## config.mk

```make
export PLATFORM = sky130hd
export DESIGN_NAME = http_header_field_parser_flat
export DESIGN_NICKNAME = d
export VERILOG_FILES = /design/src/rtl/hhfp_pkg.sv /design/src/rtl/hhfp_if.sv /design/src/rtl/hhfp_front.sv /design/src/rtl/hhfp_queue.sv /design/src/rtl/hhfp_back.sv /design/src/rtl/http_header_field_parser.sv /design/src/flat_wrapper.sv
export SDC_FILE = /design/constraint.sdc
export NUM_CORES = 1
export LEC_CHECK = 0
export BUFFER_PORTS_ARGS = -buffer_cell sky130_fd_sc_hd__buf_2
export CAP_MARGIN = 20
export CORE_MARGIN = 2
export CORE_UTILIZATION = 45
export DETAILED_ROUTE_END_ITERATION = 10
export GPL_ROUTABILITY_DRIVEN = 0
export PLACE_DENSITY = 0.64
export SETUP_SLACK_MARGIN = 0.3
export SYNTH_ARGS = -nofsm -noshare
export SYNTH_HDL_FRONTEND = slang
export SYNTH_SLANG_ARGS = --single-unit
```

## constraint.sdc

```tcl
create_clock -name clk -period 6.9 [get_ports clk]
set_clock_uncertainty 0.05 [all_clocks]
set_input_delay 0.345 -clock clk [delete_from_list [all_inputs] [get_ports clk]]
set_output_delay 0.345 -clock clk [all_outputs]
set_load 0.02 [all_outputs]
```

## src/rtl/hhfp_pkg.sv

```systemverilog
// Shared types and constants for the HTTP header field parser.
// Holds the parse phase and byte class codes and the queue entry layout.
// No dependencies; every other file in rtl/ refers to this package.
package hhfp_pkg;

	// Field widths fixed by the interface.
	localparam int DATA_W = 8;
	localparam int LEN_W  = 13;

	// Queue between the classifier and the phase tracker.
	localparam int QUEUE_DEPTH = 4;
	localparam int QPTR_W      = $clog2(QUEUE_DEPTH);
	localparam int QCNT_W      = $clog2(QUEUE_DEPTH + 1);

	// Character codes used by the classifier.
	localparam logic [DATA_W-1:0] CHAR_TAB   = 8'h09;
	localparam logic [DATA_W-1:0] CHAR_LF    = 8'h0A;
	localparam logic [DATA_W-1:0] CHAR_CR    = 8'h0D;
	localparam logic [DATA_W-1:0] CTL_LAST   = 8'd31;
	localparam logic [DATA_W-1:0] CHAR_SPACE = 8'h20;
	localparam logic [DATA_W-1:0] CHAR_COLON = 8'h3A;
	localparam logic [DATA_W-1:0] CHAR_DEL   = 8'd127;

	// Where the parser stands within the current header line.
	typedef enum logic [2:0] {
		PH_LINE,
		PH_KEY,
		PH_KEYWS,
		PH_PREVAL,
		PH_VALUE,
		PH_VALLF,
		PH_ENDLF,
		PH_ERROR
	} phase_t;

	// Tag attached to each result item.
	typedef enum logic [2:0] {
		CL_SKIP,
		CL_KEY,
		CL_VALUE,
		CL_LINE,
		CL_BLOCK,
		CL_ERROR,
		CL_AFTER
	} byte_class_t;

	// One classified byte as it waits in the queue.
	typedef struct packed {
		logic [DATA_W-1:0] data_byte;
		logic              first_byte;
		logic              last_byte;
		logic              is_ws;
		logic              is_ctl;
		logic              is_sep;
		logic              is_cr;
		logic              is_lf;
		logic              is_colon;
	} entry_t;

endpackage

```

## src/rtl/hhfp_if.sv

```systemverilog
// Valid/ready channel interfaces for the HTTP header field parser.
// Input channel carries raw bytes, output channel carries tagged bytes.
// Depends on hhfp_pkg for field widths.
interface hhfp_in_if;
	logic                        valid;
	logic                        ready;
	logic [hhfp_pkg::DATA_W-1:0] data_byte;
	logic                        first_byte;
	logic                        last_byte;

	modport source (output valid, output data_byte, output first_byte, output last_byte,
		input ready);
	modport sink (input valid, input data_byte, input first_byte, input last_byte,
		output ready);
endinterface

interface hhfp_out_if;
	logic                        valid;
	logic                        ready;
	logic [2:0]                  byte_class;
	logic [hhfp_pkg::DATA_W-1:0] data_out;
	logic [hhfp_pkg::LEN_W-1:0]  value_length;

	modport source (output valid, output byte_class, output data_out, output value_length,
		input ready);
	modport sink (input valid, input byte_class, input data_out, input value_length,
		output ready);
endinterface

```

## src/rtl/hhfp_front.sv

```systemverilog
// Front end of the HTTP header field parser: accepts raw bytes and classifies them.
// Each accepted item is pushed into the queue with its character class flags.
// Depends on hhfp_pkg and hhfp_in_if.
module hhfp_front (
	hhfp_in_if.sink          raw,
	input  logic             full,
	output logic             push,
	output hhfp_pkg::entry_t entry
);

	logic [hhfp_pkg::DATA_W-1:0] c;
	logic                        ws;
	logic                        punct;

	assign c = raw.data_byte;

	// Accept whenever the queue has room.
	assign raw.ready = !full;
	assign push      = raw.valid && !full;

	// Whitespace is tab through carriage return, and space.
	assign ws = (c == hhfp_pkg::CHAR_SPACE) ||
		((c >= hhfp_pkg::CHAR_TAB) && (c <= hhfp_pkg::CHAR_CR));

	// Token separators other than whitespace.
	assign punct = (c == "(") || (c == ")") || (c == "<") || (c == ">") || (c == "@") ||
		(c == ",") || (c == ";") || (c == hhfp_pkg::CHAR_COLON) || (c == "\\") ||
		(c == "\"") || (c == "/") || (c == "[") || (c == "]") || (c == "?") ||
		(c == "=") || (c == "{") || (c == "}");

	// Build the queue entry.
	always_comb begin
		entry.data_byte  = c;
		entry.first_byte = raw.first_byte;
		entry.last_byte  = raw.last_byte;
		entry.is_ws      = ws;
		entry.is_ctl     = (c <= hhfp_pkg::CTL_LAST) || (c == hhfp_pkg::CHAR_DEL);
		entry.is_sep     = punct || ws;
		entry.is_cr      = (c == hhfp_pkg::CHAR_CR);
		entry.is_lf      = (c == hhfp_pkg::CHAR_LF);
		entry.is_colon   = (c == hhfp_pkg::CHAR_COLON);
	end

endmodule

```

## src/rtl/hhfp_queue.sv

```systemverilog
// Short FIFO between the classifier and the phase tracker of the header parser.
// Lets either side stall without stalling the other.
// Depends on hhfp_pkg for the entry type and depth.
module hhfp_queue (
	input  logic             clk,
	input  logic             arst_n,
	input  logic             push,
	input  hhfp_pkg::entry_t push_entry,
	output logic             full,
	input  logic             pop,
	output hhfp_pkg::entry_t pop_entry,
	output logic             avail
);

	hhfp_pkg::entry_t                  slots_q [hhfp_pkg::QUEUE_DEPTH];
	logic [hhfp_pkg::QPTR_W-1:0]       wr_ptr_q;
	logic [hhfp_pkg::QPTR_W-1:0]       rd_ptr_q;
	logic [hhfp_pkg::QCNT_W-1:0]       count_q;

	assign full      = (count_q == hhfp_pkg::QCNT_W'(hhfp_pkg::QUEUE_DEPTH));
	assign avail     = (count_q != '0);
	assign pop_entry = slots_q[rd_ptr_q];

	// Pointers and fill count.
	always_ff @(posedge clk or negedge arst_n) begin
		if (!arst_n) begin
			wr_ptr_q <= '0;
			rd_ptr_q <= '0;
			count_q  <= '0;
		end else begin
			if (push) begin
				wr_ptr_q <= wr_ptr_q + hhfp_pkg::QPTR_W'(1);
			end
			if (pop) begin
				rd_ptr_q <= rd_ptr_q + hhfp_pkg::QPTR_W'(1);
			end
			if (push && !pop) begin
				count_q <= count_q + hhfp_pkg::QCNT_W'(1);
			end else if (pop && !push) begin
				count_q <= count_q - hhfp_pkg::QCNT_W'(1);
			end
		end
	end

	// Entry storage needs no reset.
	always_ff @(posedge clk) begin
		if (push) begin
			slots_q[wr_ptr_q] <= push_entry;
		end
	end

endmodule

```

## src/rtl/hhfp_back.sv

```systemverilog
// Back end of the HTTP header field parser: tracks the line phase and value length.
// Loads one classified item per cycle from the queue while the output register is free or draining.
// Depends on hhfp_pkg and hhfp_out_if.
module hhfp_back #(
	parameter int MAX_VALUE_LEN = 4096
) (
	input  logic             clk,
	input  logic             arst_n,
	input  logic             avail,
	input  hhfp_pkg::entry_t entry,
	output logic             pop,
	hhfp_out_if.source       classified
);

	localparam int CNT_W = $clog2(MAX_VALUE_LEN + 1);

	hhfp_pkg::phase_t              phase_q;
	logic                          finished_q;
	logic [CNT_W-1:0]              value_count_q;
	logic [CNT_W-1:0]              trimmed_count_q;

	hhfp_pkg::phase_t              cur_phase;
	logic                          cur_fin;
	logic [CNT_W-1:0]              cur_vc;
	logic [CNT_W-1:0]              cur_tc;
	logic [CNT_W-1:0]              add_base_vc;
	logic [CNT_W-1:0]              add_base_tc;
	logic [CNT_W-1:0]              add_vc;
	logic [CNT_W-1:0]              add_tc;

	hhfp_pkg::phase_t              nxt_phase;
	logic                          nxt_fin;
	logic [CNT_W-1:0]              nxt_vc;
	logic [CNT_W-1:0]              nxt_tc;
	hhfp_pkg::byte_class_t         nxt_class;
	logic [hhfp_pkg::LEN_W-1:0]    nxt_len;

	logic                          out_valid_q;
	hhfp_pkg::byte_class_t         out_class_q;
	logic [hhfp_pkg::DATA_W-1:0]   out_data_q;
	logic [hhfp_pkg::LEN_W-1:0]    out_len_q;

	// Take the next item whenever the output register is free or being emptied.
	assign pop = avail && (!out_valid_q || classified.ready);

	// A restart byte sees the reset state.
	always_comb begin
		cur_phase = entry.first_byte ? hhfp_pkg::PH_LINE : phase_q;
		cur_fin   = entry.first_byte ? 1'b0 : finished_q;
		cur_vc    = entry.first_byte ? '0 : value_count_q;
		cur_tc    = entry.first_byte ? '0 : trimmed_count_q;
	end

	// Value byte counting: the first value byte starts from zero, the count saturates,
	// and the trimmed length follows the count at every non-whitespace byte.
	always_comb begin
		add_base_vc = (cur_phase == hhfp_pkg::PH_PREVAL) ? '0 : cur_vc;
		add_base_tc = (cur_phase == hhfp_pkg::PH_PREVAL) ? '0 : cur_tc;
		add_vc      = (add_base_vc < CNT_W'(MAX_VALUE_LEN)) ?
			add_base_vc + CNT_W'(1) : add_base_vc;
		add_tc      = entry.is_ws ? add_base_tc : add_vc;
	end

	// Phase transitions and the tag of the current byte.
	always_comb begin
		nxt_phase = cur_phase;
		nxt_fin   = cur_fin;
		nxt_vc    = cur_vc;
		nxt_tc    = cur_tc;
		nxt_class = hhfp_pkg::CL_SKIP;
		nxt_len   = '0;
		if (cur_fin) begin
			nxt_class = hhfp_pkg::CL_AFTER;
		end else begin
			unique case (cur_phase)
				hhfp_pkg::PH_LINE: begin
					if (entry.is_cr) begin
						nxt_phase = hhfp_pkg::PH_ENDLF;
					end else if (entry.is_ctl) begin
						nxt_phase = hhfp_pkg::PH_ERROR;
					end else if (!entry.is_ws) begin
						if (entry.is_sep) begin
							nxt_phase = hhfp_pkg::PH_ERROR;
						end else begin
							nxt_phase = hhfp_pkg::PH_KEY;
							nxt_class = hhfp_pkg::CL_KEY;
						end
					end
				end
				hhfp_pkg::PH_KEY: begin
					if (entry.is_ws) begin
						nxt_phase = hhfp_pkg::PH_KEYWS;
					end else if (entry.is_colon) begin
						nxt_phase = hhfp_pkg::PH_PREVAL;
					end else if (entry.is_ctl || entry.is_sep) begin
						nxt_phase = hhfp_pkg::PH_ERROR;
					end else begin
						nxt_class = hhfp_pkg::CL_KEY;
					end
				end
				hhfp_pkg::PH_KEYWS: begin
					if (entry.is_colon) begin
						nxt_phase = hhfp_pkg::PH_PREVAL;
					end else if (!entry.is_ws) begin
						nxt_phase = hhfp_pkg::PH_ERROR;
					end
				end
				hhfp_pkg::PH_PREVAL: begin
					if (!entry.is_ws) begin
						nxt_phase = hhfp_pkg::PH_VALUE;
						nxt_vc    = add_vc;
						nxt_tc    = add_tc;
						nxt_class = hhfp_pkg::CL_VALUE;
					end
				end
				hhfp_pkg::PH_VALUE: begin
					if (entry.is_cr) begin
						nxt_phase = hhfp_pkg::PH_VALLF;
					end else begin
						nxt_vc    = add_vc;
						nxt_tc    = add_tc;
						nxt_class = hhfp_pkg::CL_VALUE;
					end
				end
				hhfp_pkg::PH_VALLF: begin
					if (entry.is_lf) begin
						nxt_class = hhfp_pkg::CL_LINE;
						nxt_len   = hhfp_pkg::LEN_W'(cur_tc);
						nxt_vc    = '0;
						nxt_tc    = '0;
						nxt_phase = hhfp_pkg::PH_LINE;
					end else begin
						nxt_phase = hhfp_pkg::PH_ERROR;
					end
				end
				hhfp_pkg::PH_ENDLF: begin
					if (entry.is_lf) begin
						nxt_class = hhfp_pkg::CL_BLOCK;
						nxt_fin   = 1'b1;
					end else begin
						nxt_phase = hhfp_pkg::PH_ERROR;
					end
				end
				hhfp_pkg::PH_ERROR: begin
					nxt_phase = hhfp_pkg::PH_ERROR;
				end
			endcase
			// Errors override the tag; a final byte must leave the block complete.
			if (nxt_phase == hhfp_pkg::PH_ERROR) begin
				nxt_class = hhfp_pkg::CL_ERROR;
				nxt_len   = '0;
			end else if (entry.last_byte && !nxt_fin) begin
				nxt_phase = hhfp_pkg::PH_ERROR;
				nxt_class = hhfp_pkg::CL_ERROR;
				nxt_len   = '0;
			end
		end
	end

	// Parser state, updated once per item taken from the queue.
	always_ff @(posedge clk or negedge arst_n) begin
		if (!arst_n) begin
			phase_q         <= hhfp_pkg::PH_LINE;
			finished_q      <= 1'b0;
			value_count_q   <= '0;
			trimmed_count_q <= '0;
		end else if (pop) begin
			phase_q         <= nxt_phase;
			finished_q      <= nxt_fin;
			value_count_q   <= nxt_vc;
			trimmed_count_q <= nxt_tc;
		end
	end

	// Output register valid flag.
	always_ff @(posedge clk or negedge arst_n) begin
		if (!arst_n) begin
			out_valid_q <= 1'b0;
		end else if (pop) begin
			out_valid_q <= 1'b1;
		end else if (classified.ready) begin
			out_valid_q <= 1'b0;
		end
	end

	// Output register payload.
	always_ff @(posedge clk) begin
		if (pop) begin
			out_class_q <= nxt_class;
			out_data_q  <= entry.data_byte;
			out_len_q   <= nxt_len;
		end
	end

	assign classified.valid        = out_valid_q;
	assign classified.byte_class   = out_class_q;
	assign classified.data_out     = out_data_q;
	assign classified.value_length = out_len_q;

endmodule

```

## src/rtl/http_header_field_parser.sv

```systemverilog
// HTTP header field parser: tags each header byte and reports trimmed value lengths.
// Path: an accepted byte is written into the queue, then popped into the output register and offered from there.
// Throughput: one byte per cycle while the output is not stalled; the back end updates its phase for each item.
// A four-entry queue lets input acceptance continue while the output is stalled, until the queue fills.
// Reset (arst_n low) empties the queue and output register and returns to line start.
module http_header_field_parser #(
	parameter int MAX_VALUE_LEN = 4096
) (
	input  logic       clk,
	input  logic       arst_n,
	hhfp_in_if.sink    raw,
	hhfp_out_if.source classified
);

	logic             push;
	logic             pop;
	logic             q_full;
	logic             q_avail;
	hhfp_pkg::entry_t push_entry;
	hhfp_pkg::entry_t pop_entry;

	// Byte acceptance and classification.
	hhfp_front u_front (
		.raw   (raw),
		.full  (q_full),
		.push  (push),
		.entry (push_entry)
	);

	// Decoupling queue.
	hhfp_queue u_queue (
		.clk        (clk),
		.arst_n     (arst_n),
		.push       (push),
		.push_entry (push_entry),
		.full       (q_full),
		.pop        (pop),
		.pop_entry  (pop_entry),
		.avail      (q_avail)
	);

	// Phase tracking and output register.
	hhfp_back #(
		.MAX_VALUE_LEN (MAX_VALUE_LEN)
	) u_back (
		.clk        (clk),
		.arst_n     (arst_n),
		.avail      (q_avail),
		.entry      (pop_entry),
		.pop        (pop),
		.classified (classified)
	);

endmodule

```

## src/flat_wrapper.sv

```systemverilog
// flat-port wrapper written by rule: the top's interface ports become plain ports
module http_header_field_parser_flat 
#(
	parameter int MAX_VALUE_LEN = 4096
)
  (clk, arst_n, raw_valid, raw_data_byte, raw_first_byte, raw_last_byte, raw_ready, classified_valid, classified_byte_class, classified_data_out, classified_value_length, classified_ready);
  hhfp_in_if raw_i ();
  hhfp_out_if classified_i ();
  input  logic clk;
  input  logic arst_n;
  input wire logic [$bits(raw_i.valid)-1:0] raw_valid;
  input wire logic [$bits(raw_i.data_byte)-1:0] raw_data_byte;
  input wire logic [$bits(raw_i.first_byte)-1:0] raw_first_byte;
  input wire logic [$bits(raw_i.last_byte)-1:0] raw_last_byte;
  output wire logic [$bits(raw_i.ready)-1:0] raw_ready;
  output wire logic [$bits(classified_i.valid)-1:0] classified_valid;
  output wire logic [$bits(classified_i.byte_class)-1:0] classified_byte_class;
  output wire logic [$bits(classified_i.data_out)-1:0] classified_data_out;
  output wire logic [$bits(classified_i.value_length)-1:0] classified_value_length;
  input wire logic [$bits(classified_i.ready)-1:0] classified_ready;
  assign raw_i.valid = raw_valid;
  assign raw_i.data_byte = raw_data_byte;
  assign raw_i.first_byte = raw_first_byte;
  assign raw_i.last_byte = raw_last_byte;
  assign raw_ready = raw_i.ready;
  assign classified_valid = classified_i.valid;
  assign classified_byte_class = classified_i.byte_class;
  assign classified_data_out = classified_i.data_out;
  assign classified_value_length = classified_i.value_length;
  assign classified_i.ready = classified_ready;
  http_header_field_parser #(.MAX_VALUE_LEN(MAX_VALUE_LEN)) u_core (.clk(clk), .arst_n(arst_n), .raw(raw_i), .classified(classified_i));
endmodule
```

==> results of run 1 <==
-- power groups by stage --
stage                     Combinational, uW  Sequential [uW]  Clock (uW)
after global routing                   1160             1110         941
after CTS                              1070             1090         904
after global placement                 1050             1100           0
after floorplan                         802             1120           0
after detailed placement               1060             1100           0
final                                  1060             1090         889
-- synth_stat cells, types with 8 or more instances --
master    instances  area (um^2)
nand2b_1          8         50.1
nand2_1          27          101
inv_1            27          101
o21ai_0          14         70.1
and2_1           16          100
clkbuf_1         17         63.8
nor2_1           28          105
edfxtp_1         88         2640
o211ai_1          9         67.6
nand4_1           9         56.3
nor3_1           12         60.1
xnor2_1          10         87.6
dfrtp_1          38          951
mux4_2           17          383
o22ai_1          10         62.6
a21oi_1          21          105
mux2i_1           8         80.1
-- state kept, by name, summed over array words and instances (netlist names) --
| name | flops |
|---|---|
| u_core.u_queue.slots_q | 64 |
| u_core.u_back.classified.value_length | 13 |
| u_core.u_back.trimmed_count_q | 13 |
| u_core.u_back.value_count_q | 13 |
| u_core.u_back.classified.data_out | 8 |
| u_core.u_back.classified.byte_class | 3 |
| u_core.u_back.phase_q | 3 |
| u_core.u_queue.count_q | 3 |
| u_core.u_queue.rd_ptr_q | 2 |
| u_core.u_queue.wr_ptr_q | 2 |
| u_core.u_back.classified.valid | 1 |
| u_core.u_back.finished_q | 1 |
-- routing by layer --
metal,track usage,vias to the layer above,part of all wire
met5,0,-,0
met4,0.0797,0,0.018
met3,0.0469,21,0.058
met2,0.309,150,0.50
met1,0.239,2102,0.43
li1,-,1968,-
-- cell type report --
type,count,area (um^2)
clock buffer,17,425
clock inverter,15,166
fill,1205,6600
inverter,28,105
multi-input combinational,313,2440
sequential,126,3590
tap,180,225
timing repair buffer,42,218
-- cells by family after synthesis --
| group | after synthesis | synth area share |
|---|---|---|
| AOI/OAI and AO/OA | 109 | 0.129 |
| xor gates and xnor gates | 16 | 0.0223 |
| adders and majority gates | 7 | 0.0151 |
| buffers and inverters | 58 | 0.0407 |
| DFF | 126 | 0.571 |
| muxes | 29 | 0.0807 |
| and+or+nand+nor | 152 | 0.141 |
-- worst max-delay path: cells and delay by family, from the launching register on --
family / cells / cell delay (ns)
fa+ha+maj: 1 / 0.24
simple gates: 5 / 1.40
compound gates: 1 / 0.23
mux: 1 / 0.84
flops: 1 / 0.33
buf+inv: 1 / 0.36
xor+xnor: 1 / 0.16
-- through the flow --
step	cell area [um^2]	utilization	std cells
2_1_floorplan	6290	-	497
5_1_grt	7180	0.521	721
3_3_place_gp	6590	0.478	689
3_5_place_dp	6590	0.478	689
4_1_cts	7180	0.521	721
6_report	7180	0.521	721
-- how the worst max path moves through the flow --
stage                                           from                              end  slack (ns)  cells past startpoint
after floorplan           u_core.u_queue.rd_ptr_q[0]  u_core.u_back.value_count_q[10]        3.95                     11
after global placement    u_core.u_queue.rd_ptr_q[0]  u_core.u_back.value_count_q[10]        3.33                     10
after detailed placement  u_core.u_queue.rd_ptr_q[0]  u_core.u_back.value_count_q[10]        3.18                     10
after CTS                 u_core.u_queue.rd_ptr_q[0]  u_core.u_back.value_count_q[10]        3.16                     10
after global routing      u_core.u_queue.rd_ptr_q[0]  u_core.u_back.value_count_q[10]        2.87                     10
final                     u_core.u_queue.rd_ptr_q[0]  u_core.u_back.value_count_q[10]        3.15                     10
==> impl_metrics.csv, run 1 <==
group,metric,value,unit
floorplan,die_h,122,um
place,numPortBuffers,39,
sta,fin_setup_tns,0,ns
clock_tree,h-tree-depth,4,
synthesis,seq_area_frac_synth,0.571,
finish,final_common_cell,"edfxtp_1",
synthesis,synth_edf_count,88,
floorplan,io_pins,40,
critical_path,critPathRequiredTime,7.15,ns
power,power_density,424,nW/um^2
critical_path,cpMostUsedCell,"nor2_1",
power,p_seq_frac,0.358,
global_routing,track_usage,0.189,
floorplan,fp.dieW,122,um
sta,rsz0062_at_grt,"no",
sta,relSlewSlack,0.309,
place,hpwl,8550,um
global_routing,grt_pass1_vias,4173,
critical_path,cp-start-kind,"flip-flop",
drt,via_per_inst,5.88,
clock_tree,cts_buffer_depth,2,
clock_tree,clock-sinks,126,
critical_path,critPathArrivalTime,4.00,ns
sta,final-hold-violation-count,0,
critical_path,critPathSlowestCell,"mux4_2",
sta,fin_crit,3.75,ns
floorplan,core_area,13800,um^2
sta,setup_viol,0,
power,p_comb_frac,0.349,
critical_path,cp_cell_sequence,"buf_4 > mux4_2 > nor2_1 > and2_1 > ha_1 > nand4_1 > nor4b_1 > xnor2_1 > nor2_1 > a22o_1",
clock_tree,cts_tree,"done",
global_routing,grt_overflow,0,
synthesis,async_flop_share,0.302,
run_status,status,"complete, no violations",
hold_path,holdCritPathClass,"primary input to asynchronous set/reset pin",
finish,final_nets,549,
power,p_leak,0.00265,uW
synthesis,syn-cell-area,6290,um^2
clock_tree,hold_buffers,0,
sta,setup_ws,3.15,ns
power,p_sw_frac,0.361,
critical_path,rrSetupSlack,3.15,ns
drt,vias,4241,
drt,wirelength,13100,um
drt,drcViolationCount,0,
finish,final_cell_mix,"edfxtp_1 (88), buf_2 (39), dfrtp_1 (38)",
clock_tree,clk_latency,0.42,ns
global_routing,grt_max_degree,39,
synthesis,synth_flop_cell,"edfxtp_1",
drt,dr.pass1.iters,5,
power,ir_drop,299,uV
finish,antenna_cells,0,
clock_tree,cts_resized,0,
power,clock_power_share,0.292,
critical_path,r2r-end,"u_core.u_back.value_count_q[10]",
power,fin_total_pwr,3040,uW
critical_path,worstPathMaxFanout,24,
sta,worstMarginPinSlew,1.04,ns
critical_path,reg2reg_depth,10,
power,intPower,1950,uW
global_routing,grt_antenna_before_repair,0,
drt,wl_per_cell,18.2,um
place,pre_cts_ws,3.18,ns
drt,drt_iter0_drc,209,
critical_path,max_stage_delay,0.84,ns
clock_tree,post_cts_buffers,0,
synthesis,ys_types,76,
sta,whs,0.00445,ns
clock_tree,cts_made_buffers,17,
critical_path,end_kind,"flip-flop",
global_routing,grt_pass1_wl,21400,um
critical_path,reg2reg_from,"u_core.u_queue.rd_ptr_q[0]",
synthesis,syn_nets,518,
synthesis,ys_ff_latch,126,
sta,maxSlewViolCount,0,
floorplan,placementRows,43,
synthesis,postSynthAreaPerCell,12.7,um^2
synthesis,synth_warnings,0,
clock_tree,cts-root-buf,"clkbuf_16",
floorplan,dieArea,15000,um^2
power,p_sw,1100,uW
clock_tree,clk_pin_slew,0.06,ns
sta,finalCritPeriodShare,0.543,
critical_path,path_class,"flip-flop to flip-flop",
sta,fmax,0.267,GHz
synthesis,synth_cells,497,
drt,ant_nets,0,
finish,syn_to_final_growth,14.0,%
finish,drive_gt1_frac,0.205,
floorplan,start_util,0.457,
run,maxCapViolations,0,
Note: power is estimated with default switching activity, not from simulation.
==> run 2: changes to the inputs <==
--- a/config.mk
+++ b/config.mk
@@ -11,7 +11,7 @@
 export CORE_UTILIZATION = 45
 export DETAILED_ROUTE_END_ITERATION = 10
 export GPL_ROUTABILITY_DRIVEN = 0
-export PLACE_DENSITY = 0.64
+export PLACE_DENSITY = 0.66
 export SETUP_SLACK_MARGIN = 0.3
 export SYNTH_ARGS = -nofsm -noshare
 export SYNTH_HDL_FRONTEND = slang
==> constraint.sdc (replaced) <==
create_clock -name clk -period 3.05 [get_ports clk]
set_clock_uncertainty 0.05 [all_clocks]
set_input_delay 0.1525 -clock clk [delete_from_list [all_inputs] [get_ports clk]]
set_output_delay 0.1525 -clock clk [all_outputs]
set_load 0.02 [all_outputs]
==> run 2 against run 1 <==
Against the previous run: non-clock buffer count grew 22; maximum frequency grew 41%; sequential share of layout area shrank 1.2 points; clock power grew 110%; first-iteration DRC count grew 58%; flip-flop and latch count is the same; setup slack lost 2.8 ns; via count grew 2.5%; die area is the same; critical path depth shrank 4; largest cell class unchanged.
==> impl_metrics.csv, run 2 (synthesized netlist as in run 1, its figures left out) <==
group,metric,value,unit
drt,met3WireLength,775,um
run_status,status,"complete, no violations",
clock_tree,h-tree-depth,4,
clock_tree,cts_buffer_depth,2,
finish,drive_gt1_frac,0.226,
global_routing,grt_pass1_vias,4280,
sta,final-hold-violation-count,0,
floorplan,placementRows,43,
drt,drcViolationCount,0,
hold_path,hold-path-cell-count,1,
sta,fmax,0.376,GHz
critical_path,reg2reg_depth,6,
sta,setup_ws,0.391,ns
finish,antenna_cells,0,
drt,drt_iter0_drc,331,
power,power_density,947,nW/um^2
finish,finalCoreUtilization,0.534,
sta,setup_viol,0,
sta,fin_setup_tns,0,ns
sta,fin_crit,2.66,ns
critical_path,path_class,"flip-flop to flip-flop",
sta,rsz0062_at_grt,"yes",
drt,wirelength,13600,um
critical_path,critPathRequiredTime,3.16,ns
clock_tree,cts_tree,"done",
drt,ant_nets,0,
clock_tree,cts_made_buffers,17,
finish,final_nets,571,
critical_path,worstPathMaxFanout,23,
floorplan,dieArea,15000,um^2
sta,maxSlewViolCount,0,
drt,dr.pass1.iters,5,
finish,regMostFlops,"u_core.u_queue.slots_q",
global_routing,grt_antenna_before_repair,0,
floorplan,fp.dieW,122,um
run,maxCapViolations,0,
finish,final_design_area_no_fill,7360,um^2
finish,largest_reg_flops,64,
drt,wl_per_cell,18.3,um
finish,syn_to_final_growth,16.9,%
floorplan,die_h,122,um
clock_tree,clk_latency,0.42,ns
critical_path,cp-start-kind,"flip-flop",
floorplan,start_util,0.457,
floorplan,io_pins,40,
global_routing,grt_max_degree,39,
clock_tree,clock-sinks,126,
sta,worstMarginPinSlew,0.918,ns
place,numPortBuffers,39,
finish,final_common_cell,"edfxtp_1",
critical_path,end_kind,"flip-flop",
drt,vias,4346,
clock_tree,clk_pin_slew,0.06,ns
drt,via_per_inst,5.85,
power,ir_drop,521,uV
global_routing,track_usage,0.195,
place,hpwl,8850,um
drt,dr_wl_met2,6820,um
global_routing,grt_pass1_wl,22000,um
critical_path,critPathArrivalTime,2.77,ns
place,pre_cts_ws,0.314,ns
floorplan,core_area,13800,um^2
power,p_leak,0.00273,uW
sta,finalCritPeriodShare,0.872,
drt,m1WireLength,5810,um
drt,top_layer,"met4",
sta,relSlewSlack,0.379,
hold_path,holdCritPathClass,"primary input to flip-flop",
place,place_area,6700,um^2
finish,final_cell_mix,"edfxtp_1 (88), buf_2 (39), dfrtp_1 (38)",
global_routing,grt_overflow,0,
clock_tree,cts-root-buf,"clkbuf_16",
==> run 2: cell types whose count changed in the layout (fill, tap and decap cells not counted), moves of 2 or more <==
| cell | change |
|---|---|
| inv_6 | -2 |
| dlygate4sd3_1 | +6 |
| buf_4 | +15 |
| clkinv_2 | -2 |
| clkbuf_1 | +4 |
==> run 2: path summary, 6_finish.rpt <==
check	from	endpoint	slack, ns
worst max-delay path	u_core.u_queue.rd_ptr_q[0]	u_core.u_back.classified.byte_class[2]	0.39
worst min register to register	u_core.u_queue.count_q[2]	u_core.u_queue.count_q[2]	0.45
worst min-delay path	raw_data_byte[5]	u_core.u_queue.slots_q[1][13]	0.02
min in group asynchronous	arst_n	u_core.u_queue.count_q[1]	0.34
max in group asynchronous	arst_n	u_core.u_back.trimmed_count_q[0]	2.04
worst max register to register	u_core.u_queue.rd_ptr_q[0]	u_core.u_back.classified.byte_class[2]	0.39
==> run 2: final cells by class <==
cell class,count,area [um^2]
sequential,126,3590
timing repair buffer,64,402
multi-input combinational,313,2470
clock buffer,21,440
tap,180,225
inverter,28,105
clock inverter,11,118
fill,1206,6410
==> run 2: critical path, stage by stage, from the launching register on <==
cell       delay, ns
dfrtp_1         0.38
buf_6           0.28
mux4_2          0.59
or4_1           0.55
a221o_1         0.35
o2111ai_2       0.11
o21ai_2         0.07
==> run 2: repair_timing <==
item | CTS | global route
setup endpoints to repair | 0 | 15
hold buffers | 6 | 0
setup buffers | 0 | 3
resized for setup | 0 | 4
hold endpoints to repair | 55 | 0
==> run 2: routing by layer <==
metal | vias to the layer above | GRT usage
met5 | - | 0
met2 | 159 | 0.311
met3 | 24 | 0.0483
li1 | 2018 | -
met1 | 2145 | 0.251
met4 | 0 | 0.0905
==> run 2: report_power, final <==
part           switching [uW]  internal [uW]  total, uW
Clock                     712           1190       1910
Sequential                151           2260       2410
Combinational            1640           1010       2650
Total                    2510           4460       6970
==> run 2: per-stage QoR <==
step           hold WS, ns  total power [uW]  cells
2_1_floorplan       -0.193              4360    497
3_3_place_gp         0.280              4960    702
3_5_place_dp         0.286              5010    702
4_1_cts            0.00240              6950    740
5_1_grt             0.0253              7320    743
6_report            0.0229              6970    743
